File: src/rtl/lpcbm_pkg.sv
`timescale 1ns / 1ps
// ----------------------------------------------------------------------------
// lpcbm_pkg
// Shared types and constants of the lidar point / camera box matcher.
// ----------------------------------------------------------------------------
package lpcbm_pkg;

   localparam int NUM_COEFS = 36;
   localparam int PIX_W     = 11;
   localparam int ACC_W     = 59;   // four 32x24 products summed, plus negation headroom

   localparam logic [1:0] ACT_COEF  = 2'd0;
   localparam logic [1:0] ACT_BOX   = 2'd1;
   localparam logic [1:0] ACT_QUERY = 2'd2;
   localparam logic [1:0] ACT_CLEAR = 2'd3;

   localparam logic [2:0] VERD_BLUE   = 3'd0;
   localparam logic [2:0] VERD_YELLOW = 3'd1;
   localparam logic [2:0] VERD_BOTH   = 3'd2;
   localparam logic [2:0] VERD_NONE   = 3'd3;
   localparam logic [2:0] VERD_NOVIEW = 3'd4;
   localparam logic [2:0] VERD_NOBOX  = 3'd5;
   localparam logic [2:0] VERD_ACK    = 3'd6;

   localparam logic [1:0] CAM_CENTRE = 2'd0;
   localparam logic [1:0] CAM_RIGHT  = 2'd1;
   localparam logic [1:0] CAM_LEFT   = 2'd2;
   localparam logic [1:0] CAM_NONE   = 2'd3;

   localparam logic [1:0] CSR_WIDTH  = 2'd0;
   localparam logic [1:0] CSR_HEIGHT = 2'd1;
   localparam logic [1:0] CSR_MARGIN = 2'd2;

   localparam logic [1:0] CLS_BLUE   = 2'd0;
   localparam logic [1:0] CLS_YELLOW = 2'd1;

   typedef struct packed {
      logic [1:0]         action;
      logic [5:0]         coef_index;
      logic signed [31:0] coef_value;
      logic [11:0]        box_xmin;
      logic [11:0]        box_xmax;
      logic [10:0]        box_ymin;
      logic [10:0]        box_ymax;
      logic [1:0]         box_class;
      logic               box_last;
      logic signed [23:0] point_x;
      logic signed [23:0] point_y;
      logic signed [23:0] point_z;
   } item_type;

   typedef struct packed {
      logic [11:0] xmin;
      logic [11:0] xmax;
      logic [10:0] ymin;
      logic [10:0] ymax;
      logic [1:0]  cls;
   } box_type;

   typedef struct packed {
      logic [10:0] width;
      logic [10:0] height;
      logic [7:0]  margin;
   } cfg_type;

   typedef struct packed {
      logic valid;
      logic pop;
   } queue_ctl_type;

endpackage

File: src/rtl/lpcbm_front.sv
`timescale 1ns / 1ps
// ----------------------------------------------------------------------------
// lpcbm_front
// Input side: takes request transfers into a two-entry queue.
// ----------------------------------------------------------------------------
module lpcbm_front (
   input  logic                clock,
   input  logic                reset,
   input  logic                req_valid,
   output logic                req_stall,
   input  lpcbm_pkg::item_type req_item,
   output lpcbm_pkg::item_type q_item,
   input  logic                q_pop,
   output logic                q_valid
);
   import lpcbm_pkg::*;

   item_type   slot_ff [2];
   logic       wr_ptr_ff, wr_ptr_in;
   logic       rd_ptr_ff, rd_ptr_in;
   logic [1:0] count_ff, count_in;
   logic       push;

   assign req_stall = (count_ff == 2'd2);
   assign push      = req_valid && !req_stall;
   assign q_valid   = (count_ff != 2'd0);
   assign q_item    = slot_ff[rd_ptr_ff];

   always_comb begin
      wr_ptr_in = wr_ptr_ff ^ push;
      rd_ptr_in = rd_ptr_ff ^ (q_pop && q_valid);
      count_in  = count_ff + {1'b0, push} - {1'b0, q_pop && q_valid};
   end

   always_ff @(posedge clock) begin
      if (reset) begin
         wr_ptr_ff <= 1'b0;
         rd_ptr_ff <= 1'b0;
         count_ff  <= 2'd0;
      end else begin
         wr_ptr_ff <= wr_ptr_in;
         rd_ptr_ff <= rd_ptr_in;
         count_ff  <= count_in;
      end
   end

   always_ff @(posedge clock) begin
      if (push) begin
         slot_ff[wr_ptr_ff] <= req_item;
      end
   end

endmodule

File: config.mk
export PLATFORM = sky130hd
export DESIGN_NAME = lpcbm_front
export DESIGN_NICKNAME = d
export VERILOG_FILES = /design/src/rtl/lpcbm_pkg.sv /design/src/rtl/lpcbm_front.sv
export SDC_FILE = /design/constraint.sdc
export NUM_CORES = 1
export LEC_CHECK = 0
export BUFFER_PORTS_ARGS = -buffer_cell sky130_fd_sc_hd__buf_2
export CORE_MARGIN = 3
export CORE_UTILIZATION = 35
export DETAILED_ROUTE_END_ITERATION = 8
export PLACE_DENSITY = 0.56
export SYNTH_ARGS = -nofsm -noshare
export SYNTH_HDL_FRONTEND = slang
export SYNTH_SLANG_ARGS = --single-unit
File: constraint.sdc
create_clock -name clock -period 14.15 [get_ports clock]
set_input_delay 0.7075 -clock clock [delete_from_list [all_inputs] [get_ports clock]]
set_output_delay 0.7075 -clock clock [all_outputs]
set_load 0.02 [all_outputs]
==> results.md <==
- The endpoint type of the worst setup path is a flop.
- The power density normalized to cell area is 187.5 nW/um2.
- The count of standard-cell rows is 66.
- By startpoint and endpoint, the worst setup path is classified as reg -> reg.
- In this run, flip-flops and latches consume 44.5% of the power.
- Cells with a size suffix above 1 make up 60.29% of the layout.
- Dividing the detail-routed via count by the number of cells gives 4.511.
- Summed over all layers, the routed wires come to 24080 um.
- The leakage component of the power is 5.585 nW.
- The time the final worst path needs with I/O delays and setup is 3.343 ns.
- Setup repair after global routing left no endpoint under its margin.
- VDD sags by at most 114.5 uV.
- The setup skew after layout is 0.01199 ns.
- For this design, the sink count on the clock tree is 326.
- The worst hold slack is 0.3974 ns.
- A synthesized cell averages 22.63 um2.
- The number of setup violations in the final report is 0.
- The iteration count of the initial detailed-routing pass is 4.
- The number of setup buffers added after CTS is 0.
- Across all layers, the routed design uses 6086 vias.
- The number of DRC violations after detailed-routing iteration 0 is 221.
- At the worst endpoint, the arrival time is 3.46 ns.
- The fmax is 299.1 MHz.
- The reported max-cap violation count is 0.
- The initial antenna violation count is 5.
- The area growth from synthesis to layout is 27.43%.
- The H-tree depth is 2.
- The clock transition at the registers of the reported paths is 0.06 ns.
- The total area inside the core boundary comes to 32950 um2.
- For this run, design rule violations remaining after detail routing come to 0.
- The horizontal die dimension is 190.1 um.
- The summed negative setup slack over all endpoints is 0 ns.
- The final critical path takes up 23.63% of the cycle.
- The switching portion of total power is 28.51%.
- Counting distinct cell types in the post-synthesis netlist gives 16.
- The data required time at the worst endpoint is 14.27 ns.
- The internal portion of the total power is 0.002025 W.
- In this run the worst path has a maximum fanout of 71.
- Port buffering added 327 buffers.
- Entering global routing, the biggest net connects 72 pins.
- Summing all placed instances gives a cell area of 13970 um2.
- The via count of the first global-routing pass is 6342.
- Fill cells in the final layout number 2881.
- The gate count of the mapped netlist is 524.
- Post-CTS repair changed the size of 0 cells.
- The antenna violation net count after detailed routing is 0.
- The cell area after layout is 15110 um2.
- The critical path buffer and inverter count is 2.
- The kind of cell with the highest combined delay on the critical path is buffers and inverters.
- Dividing the detail-routed wire length by the instance count gives 17.85 um.
- The total overflow left after global routing is 0.
- The number of flip-flops and latches in the synthesized netlist is 326.
- The number of max-slew violations in the final report is 0.
- The clock passes through at most 3 buffers.
- Global routing used 12.68% of the available tracks across all layers.
- The clock network burns 31.2% of the power.
- The slowest cell on the critical path is sky130_fd_sc_hd__buf_4.
- When the netlist entered floorplanning its net count stood at 693.
- The final-stage net count is 1047.
- The TritonCTS buffer count is 37.
- The first global-routing pass estimated 35600 um of wire.
- The element type at the critical path start is a flop.
- The floorplan die area is 36120 um2.
- 328 I/O pins were placed.
- The flow ran to the end, and the final reports show no timing, DRC or antenna violations.
- Combinational cells account for 24.2% of the total power.
- The post-synthesis instance area is 11860 um2.
- Summing the sequential cell areas from Yosys gives 82.22% of the chip area.
- At the end of routability-driven placement, the weighted congestion stood at 0.6974.
- The headroom to the max-slew limit is 33.59%.
- The clock reaches the later pin of the worst-skew pair after 0.49 ns.
- The signal on the critical path passes through nand2b_1 -> and2_1 -> ha_4 -> buf_4 -> buf_4.
- For this design the total switching power over the nets is 0.0008077 W.
- The vertical extent of the die is 190.1 um.
- The tree is rooted in a sky130_fd_sc_hd__clkbuf_16.
- Once detailed placement completed, the half-perimeter wirelength came to 15770 um.
- The path class of the tightest hold or removal check is in -> reg.
- TritonCTS built the clock tree.
- Hold repair after CTS inserted 0 buffers.
- The initial utilization of the core area, before any placement, comes to 35.99%.
- The most frequent cell on the critical path is sky130_fd_sc_hd__buf_4.
- The transition time of the tightest slew-check pin is 0.9962 ns.
- The synthesis warning total is 0.
- For this run, the slowest stage of the critical path takes 0.89 ns.
- The final hold violation count is 0.
-- synthesized netlist by cell type --
| cell type | instances | share of area, % |
|---|---|---|
| sky130_fd_sc_hd__edfxtp_1 | 322 | 82 |
| sky130_fd_sc_hd__or2_2 | 1 | 0.053 |
| sky130_fd_sc_hd__o21a_1 | 1 | 0.063 |
| sky130_fd_sc_hd__nor2b_1 | 2 | 0.11 |
| sky130_fd_sc_hd__xnor3_1 | 1 | 0.19 |
| sky130_fd_sc_hd__inv_1 | 3 | 0.095 |
| sky130_fd_sc_hd__buf_6 | 9 | 0.85 |
| sky130_fd_sc_hd__ha_1 | 4 | 0.42 |
| sky130_fd_sc_hd__buf_2 | 9 | 0.38 |
| sky130_fd_sc_hd__nand2b_1 | 1 | 0.053 |
| sky130_fd_sc_hd__nand2_1 | 1 | 0.032 |
| sky130_fd_sc_hd__mux2_1 | 1 | 0.095 |
| sky130_fd_sc_hd__nor2_1 | 3 | 0.095 |
| sky130_fd_sc_hd__mux2_2 | 161 | 15 |
| sky130_fd_sc_hd__and2_1 | 1 | 0.053 |
| sky130_fd_sc_hd__dfxtp_1 | 4 | 0.68 |
-- path summary, 6_finish.rpt --
check / from / end / slack (ns) / cells past startpoint
worst max-delay path: count_ff[0] / slot_ff[1][133] / 10.81 / 5
worst min-delay path: req_item[153] / slot_ff[1][153] / 0.40 / 1
worst max register to register: count_ff[0] / slot_ff[1][133] / 10.81 / 5
worst min register to register: count_ff[0] / count_ff[0] / 0.63 / 2
-- cells in the final DEF (no fill, tap or decap) --
cell                           n
sky130_fd_sc_hd__and2_1        1
sky130_fd_sc_hd__buf_2       327
sky130_fd_sc_hd__buf_4         6
sky130_fd_sc_hd__bufinv_16     3
sky130_fd_sc_hd__clkbuf_1     12
sky130_fd_sc_hd__clkbuf_16    37
sky130_fd_sc_hd__clkinv_1      6
sky130_fd_sc_hd__clkinv_2      4
sky130_fd_sc_hd__clkinv_4      1
sky130_fd_sc_hd__clkinvlp_4    1
sky130_fd_sc_hd__dfxtp_1       3
sky130_fd_sc_hd__dfxtp_4       1
sky130_fd_sc_hd__diode_2       3
sky130_fd_sc_hd__edfxtp_1    322
sky130_fd_sc_hd__ha_1          2
sky130_fd_sc_hd__ha_4          2
sky130_fd_sc_hd__inv_1         3
sky130_fd_sc_hd__inv_6         1
sky130_fd_sc_hd__mux2_1        1
sky130_fd_sc_hd__mux2_2      161
sky130_fd_sc_hd__nand2_1       1
sky130_fd_sc_hd__nand2b_1      1
sky130_fd_sc_hd__nor2_1        3
sky130_fd_sc_hd__nor2b_1       2
sky130_fd_sc_hd__o21a_1        1
sky130_fd_sc_hd__or2_2         1
sky130_fd_sc_hd__xnor3_1       1
-- kinds of logic (layout without fill, tap and decap cells) --
logic type | after synthesis | after routing | synth area share [%]
mux | 162 | 162 | 15.38
simple gates | 9 | 9 | 0.3905
compound gates | 1 | 1 | 0.06333
flops | 326 | 326 | 82.22
xor+xnor | 1 | 1 | 0.1899
other cells | 0 | 3 | 0
fa+ha+maj | 4 | 4 | 0.4221
buf+inv | 21 | 401 | 1.330
-- routing by layer --
metal	routed length, um	up-vias	track usage (%)
li1	-	2808	-
met1	9479	2982	15.20
met2	11290	234	20.50
met3	2696	56	5.878
met4	581	6	3.867
met5	37	-	0
-- state kept, by name, indices dropped and copies added, names as in the netlist --
signal     cells
rd_ptr_ff      1
count_ff       2
wr_ptr_ff      1
slot_ff      322
-- power by group through the flow --
stage                     clock, W  sequential [W]  combinational (W)
after floorplan                  0         0.00129           0.000481
after global placement           0         0.00128           0.000704
after detailed placement         0         0.00128           0.000700
after CTS                 0.000913         0.00126           0.000704
after global routing      0.000956         0.00127           0.000741
final                     0.000885         0.00126           0.000687
-- stage by stage --
stage / std cells / utilization, % / setup slack (ns) / total power, W
after floorplan: 524 / - / 9.023 / 0.001770
final: 1349 / 45.86 / 10.81 / 0.002833
after detailed placement: 1281 / 42.41 / 10.45 / 0.001983
after global placement: 1281 / 42.41 / 10.44 / 0.001982
after global routing: 1348 / 45.85 / 10.53 / 0.002971
after CTS: 1346 / 45.84 / 10.69 / 0.002880
-- area by class of cell --
cell class                      instances  area (um2)  area share, %
Timing Repair Buffer                  333        1682          11.13
Tap cell                              442       553.0          3.660
Multi-Input combinational cell        177        1976          13.07
Clock inverter                         16       157.7          1.043
Inverter                                3       11.26        0.07452
Sequential cell                       326        9753          64.54
Antenna cell                            3       7.507        0.04968
Clock buffer                           49       970.9          6.425
-- worst reg2reg max path, cell delays in order (launching register included) --
cell and delay, ns:
sky130_fd_sc_hd__dfxtp_1 0.35, sky130_fd_sc_hd__nand2b_1 0.16, sky130_fd_sc_hd__and2_1 0.24, sky130_fd_sc_hd__ha_4 0.42, sky130_fd_sc_hd__buf_4 0.82, sky130_fd_sc_hd__buf_4 0.92
Power figures use the tool's default switching activity.
